`src/rtl/blr_pkg.sv`:
```
// Shared constants and controller/datapath interface types for the byte lane register block.
package blr_pkg;

    // Largest register block in bytes; the configured size is clipped to this.
    localparam int MAX_BLOCK_BYTES = 1024;
    localparam int WORD_COUNT      = (MAX_BLOCK_BYTES + 3) / 4;
    localparam int WORD_AW         = $clog2(WORD_COUNT);

    // Field widths of the stream items and of the size register.
    localparam int OFFSET_W   = 16;
    localparam int WIDTH_W    = 4;
    localparam int DATA_W     = 64;
    localparam int WORD_W     = 32;
    localparam int BOUND_W    = 11;
    localparam int SUM_W      = OFFSET_W + 1;
    localparam int S_TDATA_W  = 88;
    localparam int M_TDATA_W  = 64;
    localparam int CFG_DATA_W = 32;
    localparam int CFG_ADDR_W = 3;

    // Word counter: an access touches at most three words.
    localparam int WCNT_W = 2;

    localparam logic [BOUND_W-1:0] BLOCK_BYTES_RST = BOUND_W'(1024);
    localparam logic [SUM_W-1:0]   MAX_BOUND       = SUM_W'(MAX_BLOCK_BYTES);

    // Register index of the size register.
    localparam logic REG_BLOCK_BYTES = 1'b0;

    // Commands from the controller to the datapath.
    typedef struct packed {
        logic load;      // capture the incoming beat and run the access check
        logic rd_en;     // read the current word from the register memory
        logic merge;     // merge (write) or gather (read) the current word; a merged word is written back
        logic out_load;  // move the finished result into the output register
    } t_ctl_cmd;

    // Status from the datapath to the controller.
    typedef struct packed {
        logic fault;     // captured access failed its check
        logic last_word; // current word is the last one the access touches
        logic out_free;  // output register can take a result this cycle
    } t_dp_sts;

endpackage

```
`src/rtl/blr_ctrl.sv`:
```
// Sequencer for the byte lane register block: one access at a time, word by word.
module blr_ctrl (
    input  logic              i_clk,
    input  logic              i_rst_n,
    input  logic              i_in_valid,
    input  blr_pkg::t_dp_sts  i_sts,
    output logic              o_in_ready,
    output blr_pkg::t_ctl_cmd o_cmd
);
    import blr_pkg::*;

    localparam logic [1:0] ST_IDLE   = 2'd0;
    localparam logic [1:0] ST_READ   = 2'd1;
    localparam logic [1:0] ST_MERGE  = 2'd2;
    localparam logic [1:0] ST_RESULT = 2'd3;

    logic [1:0] r_state;
    logic [1:0] n_state;

    always_ff @(posedge i_clk) begin
        if (!i_rst_n) begin
            r_state <= ST_IDLE;
        end else begin
            r_state <= n_state;
        end
    end

    always_comb begin
        n_state        = r_state;
        o_cmd          = '0;
        o_in_ready     = 1'b0;
        case (r_state)
            ST_IDLE: begin
                o_in_ready = 1'b1;
                if (i_in_valid) begin
                    o_cmd.load = 1'b1;
                    n_state    = ST_READ;
                end
            end
            ST_READ: begin
                // A failed check skips the memory entirely.
                if (i_sts.fault) begin
                    n_state = ST_RESULT;
                end else begin
                    o_cmd.rd_en = 1'b1;
                    n_state     = ST_MERGE;
                end
            end
            ST_MERGE: begin
                o_cmd.merge = 1'b1;
                n_state     = i_sts.last_word ? ST_RESULT : ST_READ;
            end
            ST_RESULT: begin
                if (i_sts.out_free) begin
                    o_cmd.out_load = 1'b1;
                    n_state        = ST_IDLE;
                end
            end
            default: begin
                n_state = ST_IDLE;
            end
        endcase
    end

endmodule

```
`config.mk`:
```
export PLATFORM = sky130hd
export DESIGN_NAME = blr_ctrl
export DESIGN_NICKNAME = d
export VERILOG_FILES = /design/src/rtl/blr_pkg.sv /design/src/rtl/blr_ctrl.sv
export SDC_FILE = /design/constraint.sdc
export NUM_CORES = 1
export LEC_CHECK = 0
export BUFFER_PORTS_ARGS = -buffer_cell sky130_fd_sc_hd__clkbuf_2
export CORE_AREA = 4 4 41 43
export CTS_BUF_LIST = sky130_fd_sc_hd__clkbuf_8
export CTS_CLUSTER_SIZE = 16
export DETAILED_ROUTE_END_ITERATION = 8
export DIE_AREA = 0 0 45 47
export GPL_TIMING_DRIVEN = 0
export PLACE_DENSITY_LB_ADDON = 0.1
export REMOVE_ABC_BUFFERS = 1
export SETUP_SLACK_MARGIN = 0.4
export SKIP_CTS_REPAIR_TIMING = 1
export SLEW_MARGIN = 20
export SYNTH_ARGS = -nofsm -noshare
export SYNTH_HDL_FRONTEND = slang
export SYNTH_SLANG_ARGS = --single-unit
```
`constraint.sdc`:
```
create_clock -name i_clk -period 1.4 [get_ports i_clk]
set_clock_uncertainty 0.2 [all_clocks]
set_input_delay 0.28 -clock i_clk [delete_from_list [all_inputs] [get_ports i_clk]]
set_output_delay 0.28 -clock i_clk [all_outputs]
set_load 0.03 [all_outputs]
```
Yosys cells after proc, flatten, opt, wreduce, memory -nomap -nowiden
Cells that the tools add are included.
{"block": "op_classes", "addsub": 0, "multipliers": 0, "div": 0, "order_cmp": 0, "n_eq_ne": 5, "n_shift": 0, "mux": 13, "bitwise_logic": 0, "n_reduce_logical": 2}
{"cell": "2-to-1 mux 1 bit", "n": 9}
{"cell": "one-hot mux 2 bit (4 select lines)", "n": 1}
{"cell": "2-to-1 mux 2 bit", "n": 3}
{"cell": "equality test 2 bit, second input constant", "n": 2}
{"cell": "inequality test 2 bit, second input constant", "n": 2}
{"cell": "equality test 2 x 1 -> 1 bit, second input constant", "n": 1}
{"cell": "zero test 2 bit", "n": 1}
{"cell": "AND reduction 2 bit", "n": 1}
{"block": "totals", "register_bits": 2, "latchBits": 0, "mem_bits_rw": 0, "rom_bits": 0, "inputBits": 6, "out_inout_bits": 5, "elab_cells": 21, "n_memories": 0}

Logic depth before layout (Yosys ltp)
{"block": "depth", "ltp_word": 3, "ltp_mapped": 3, "depth_no_buf": 3}

Worst setup path before layout
Ideal clock, no wire load.
{"block": "synth_timing", "kind": "register to output", "startpoint": "register r_state[0]", "endpoint": "output o_cmd[3] (netlist bit)", "t_arrival_ns": 1.193, "required_time_ns": 0.920, "setup_slack_ns": -0.273, "stages_incl_launch_ff": 3, "path_buffers": 0, "path_cell_list": "dfxtp_1 > nor2_1 > and2_1"}
{"item": "start: declaration", "line_no": "blr_ctrl.sv:17", "text": "logic [1:0] r_state;"}
{"item": "start signal: assignment", "line_no": "blr_ctrl.sv:24", "text": "r_state <= n_state;"}
{"item": "end: declaration", "line_no": "blr_ctrl.sv:8", "text": "output blr_pkg::t_ctl_cmd o_cmd"}

==> flow_results.org <==
** Logic synthesis
- In this run the cell area of the synthesized design comes to 114 um^2.
- Number of unique standard cell types used by synthesis :: 12
- In this run the mean area of a mapped cell was 8.76 um^2.
- Sequential area share after synthesis :: 0.352
- Synthesis produced a netlist whose cell count is 13.
- Among all cell types in the netlist, the one instantiated most often is sky130_fd_sc_hd__dfxtp_1.
- Synth warnings :: 0
- Ranked by total cell area, the synthesized netlist is headed by sky130_fd_sc_hd__dfxtp_1, sky130_fd_sc_hd__nor2b_4, sky130_fd_sc_hd__a22oi_1.
- The share of synthesized area in the top cell type comes to 0.352.
- Seq cells post-synth :: 2
- Counting flops with an async set or reset pin after synthesis yields a share of 0.
- Among all flip-flop cells after synthesis, the most frequent one is sky130_fd_sc_hd__dfxtp_1.
- EDFF count, synth :: 0
- Yosys top cell by area :: sky130_fd_sc_hd__dfxtp_1

** Die
- The die is 47 um tall.
- Placeable core region :: 1300 um^2
- For this configuration, the core starts out at a cell density of 0.0875.
- Die outline area :: 2120 um^2
- Width of the die :: 45 um
- Number of primary I/O pins :: 11
- Placement Rows :: 13

** STA
- At the pin with the least slew margin, the transition time is 185 ps.
- Based on the critical path, the design can be clocked at up to 705 MHz.
- Final period util :: 1.01
- After layout, the worst setup slack is -19.3 ps.
- Measured against its own limit, the worst slew margin works out to 0.875.
- Worst hold slack :: 95.4 ps
- Setup repair after global routing could not meet its margin everywhere.
- Count of final hold-check violations :: 0
- Count of pins over their slew limit :: 0
- Time the final worst path needs with I/O delays and setup :: 1420 ps
- Setup violations remaining at the end of the flow were counted as 2.

** Flow run
- Max Cap Violations :: 0

** Critical path
- Critical path class :: reg2out
- Cells along the critical path :: nor2_4, and2_4, buf_6
- CP Buf/Inv Count :: 1
- The slowest stage of the critical path is the sky130_fd_sc_hd__dfxtp_4 cell.
- On the worst path, the slowest cell contributes a delay of 360 ps.
- STA classifies the critical path endpoint as an output port.
- Grouping stages by cell kind, the critical path spends the most delay in flip-flops.
- Crit path max fanout :: 7
- Worst setup SP type :: flop
- Arrival time of the worst setup path :: 940 ps
- At the worst endpoint, the required time is 920 ps.

** Cells and area
- The number of antenna diodes in the final layout is 0.
- The register with the most flip-flops in the layout has 2 of them.
- The largest registers in the layout are r_state x2.
- Area Growth Syn to Fin :: 144%
- r_state holds more flip-flops than any other register.
- Fraction of layout instances using a drive strength above 1 :: 0.778
- For this run, the post-layout net count is 35.
- Measured on the finished design, the core utilization comes to 0.213.

** Route
- In this run the remaining antenna-violating nets after routing total 0.
- Total number of vias :: 145
- For this block, the routed nets add up to 391 um of wire.
- Per-cell routed wire length :: 9.31 um
- Number of design rule violations left after detail routing :: 0
- Vias per Instance :: 3.45
- Drt first pass iters :: 2
- The detailed router finished its first iteration with 2 violations.

** Global route
- The first global-routing pass estimated 538 um of wire.
- Global-route usage over all layers :: 0.0394
- For this run the aggregate overflow at the end of global routing stands at 0.
- Number of antenna violations at the first check in global routing :: 0
- Vias in the first global route :: 150
- Largest net degree at the start of global routing :: 8

** Placement
- Estimated wirelength of the detail-placed design :: 288 um
- Routability congestion estimate :: 0.649
- Input and output buffers added on the ports amount to 10.

** Clock tree
- Maximum level of the CTS H-tree :: 1
- Maximum clock insertion buffer count :: 2
- The clock drives 2 sinks.
- Clock-pin slew was measured on the worst setup and hold paths at 30 ps.
- TritonCTS built the clock tree.
- Clock latency on the worst-skew pair :: 210 ps
- Clock root cell :: sky130_fd_sc_hd__clkbuf_8
- CTS Buf Count :: 3

** Pwr
- For this design the static power due to leakage is 0.126 nW.
- VDD sags by at most 390 uV.
- P per Cell Area :: 1380 nW/um^2

** Min path
- Type of the worst min-delay path :: in2reg

** Outcome
- Outcome :: finished with violations
- The final reports fail on setup timing.
==> cells by family (layout without fill, tap and decap cells) <==
kind of cell | count (synthesis) | count (layout) | share of synthesized area
AO/OA/AOI/OAI | 4 | 4 | 0.220
buffers and inverters | 0 | 14 | 0
flip-flops | 2 | 2 | 0.352
AND/OR/NAND/NOR | 7 | 7 | 0.429
==> cell usage in the layout (no fill, tap or decap) <==
| cell | instances |
|---|---|
| sky130_fd_sc_hd__buf_4 | 3 |
| sky130_fd_sc_hd__buf_6 | 3 |
| sky130_fd_sc_hd__o21ai_0 | 1 |
| sky130_fd_sc_hd__and2_4 | 1 |
| sky130_fd_sc_hd__a21oi_1 | 1 |
| sky130_fd_sc_hd__clkbuf_8 | 3 |
| sky130_fd_sc_hd__o31ai_1 | 1 |
| sky130_fd_sc_hd__dfxtp_4 | 2 |
| sky130_fd_sc_hd__nor2b_1 | 1 |
| sky130_fd_sc_hd__clkbuf_2 | 5 |
| sky130_fd_sc_hd__and3_2 | 1 |
| sky130_fd_sc_hd__a22oi_1 | 1 |
| sky130_fd_sc_hd__nand2_1 | 1 |
| sky130_fd_sc_hd__nor2b_4 | 1 |
| sky130_fd_sc_hd__nor3b_2 | 1 |
| sky130_fd_sc_hd__nor2_4 | 1 |
==> tightest hold or removal path, delay by kind of cell <==
| kind | cells | cell delay [ps] |
|---|---|---|
| AO/OA/AOI/OAI | 2 | 90 |
| buffers and inverters | 1 | 90 |
==> power breakdown <==
part	internal (mW)	leakage (nW)	switching [mW]
Clock	0.181	0.0216	0.0398
Sequential	0.0637	0.0178	0.0137
Combinational	0.0434	0.0870	0.0424
Total	0.288	0.126	0.0958
==> worst paths after layout <==
kind | slack, ps | to | cells past startpoint | startpoint
setup reg to reg | 240 | r_state[1] | 4 | r_state[1]
setup / recovery | -20 | o_cmd[3] | 3 | r_state[1]
hold reg to reg | 300 | r_state[0] | 1 | r_state[0]
hold / removal | 100 | r_state[0] | 3 | i_rst_n
==> area by class of cell <==
type,count,area (um^2)
clock buffer,3,41.3
tap,15,18.8
multi-input combinational,11,88.8
fill,152,1020
timing repair buffer,11,81.3
sequential,2,47.5
==> stage by stage <==
step | TNS (ps) | setup WS (ps) | std cells | instance area [um^2] | power (mW)
floorplan | -544 | -273 | 13 | 114 | 0.116
global placement | 0 | 19.4 | 38 | 183 | 0.140
detailed placement | 0 | 15.4 | 38 | 183 | 0.140
CTS | -710 | -203 | 41 | 224 | 0.371
global route | -131 | -61.8 | 42 | 278 | 0.407
finish | -32.5 | -19.3 | 42 | 278 | 0.384
==> layer usage <==
| layer | part of all wire | routed length [um] | GRT usage | vias to the layer above |
|---|---|---|---|---|
| li1 | - | - | - | 75 |
| met1 | 0.39 | 152 | 0.0339 | 63 |
| met2 | 0.51 | 200 | 0.0508 | 7 |
| met3 | 0.097 | 38 | 0.0421 | 0 |
| met4 | 0 | 0 | 0.0351 | 0 |
| met5 | 0 | 0 | 0 | - |
Power figures use the tool's default switching activity.
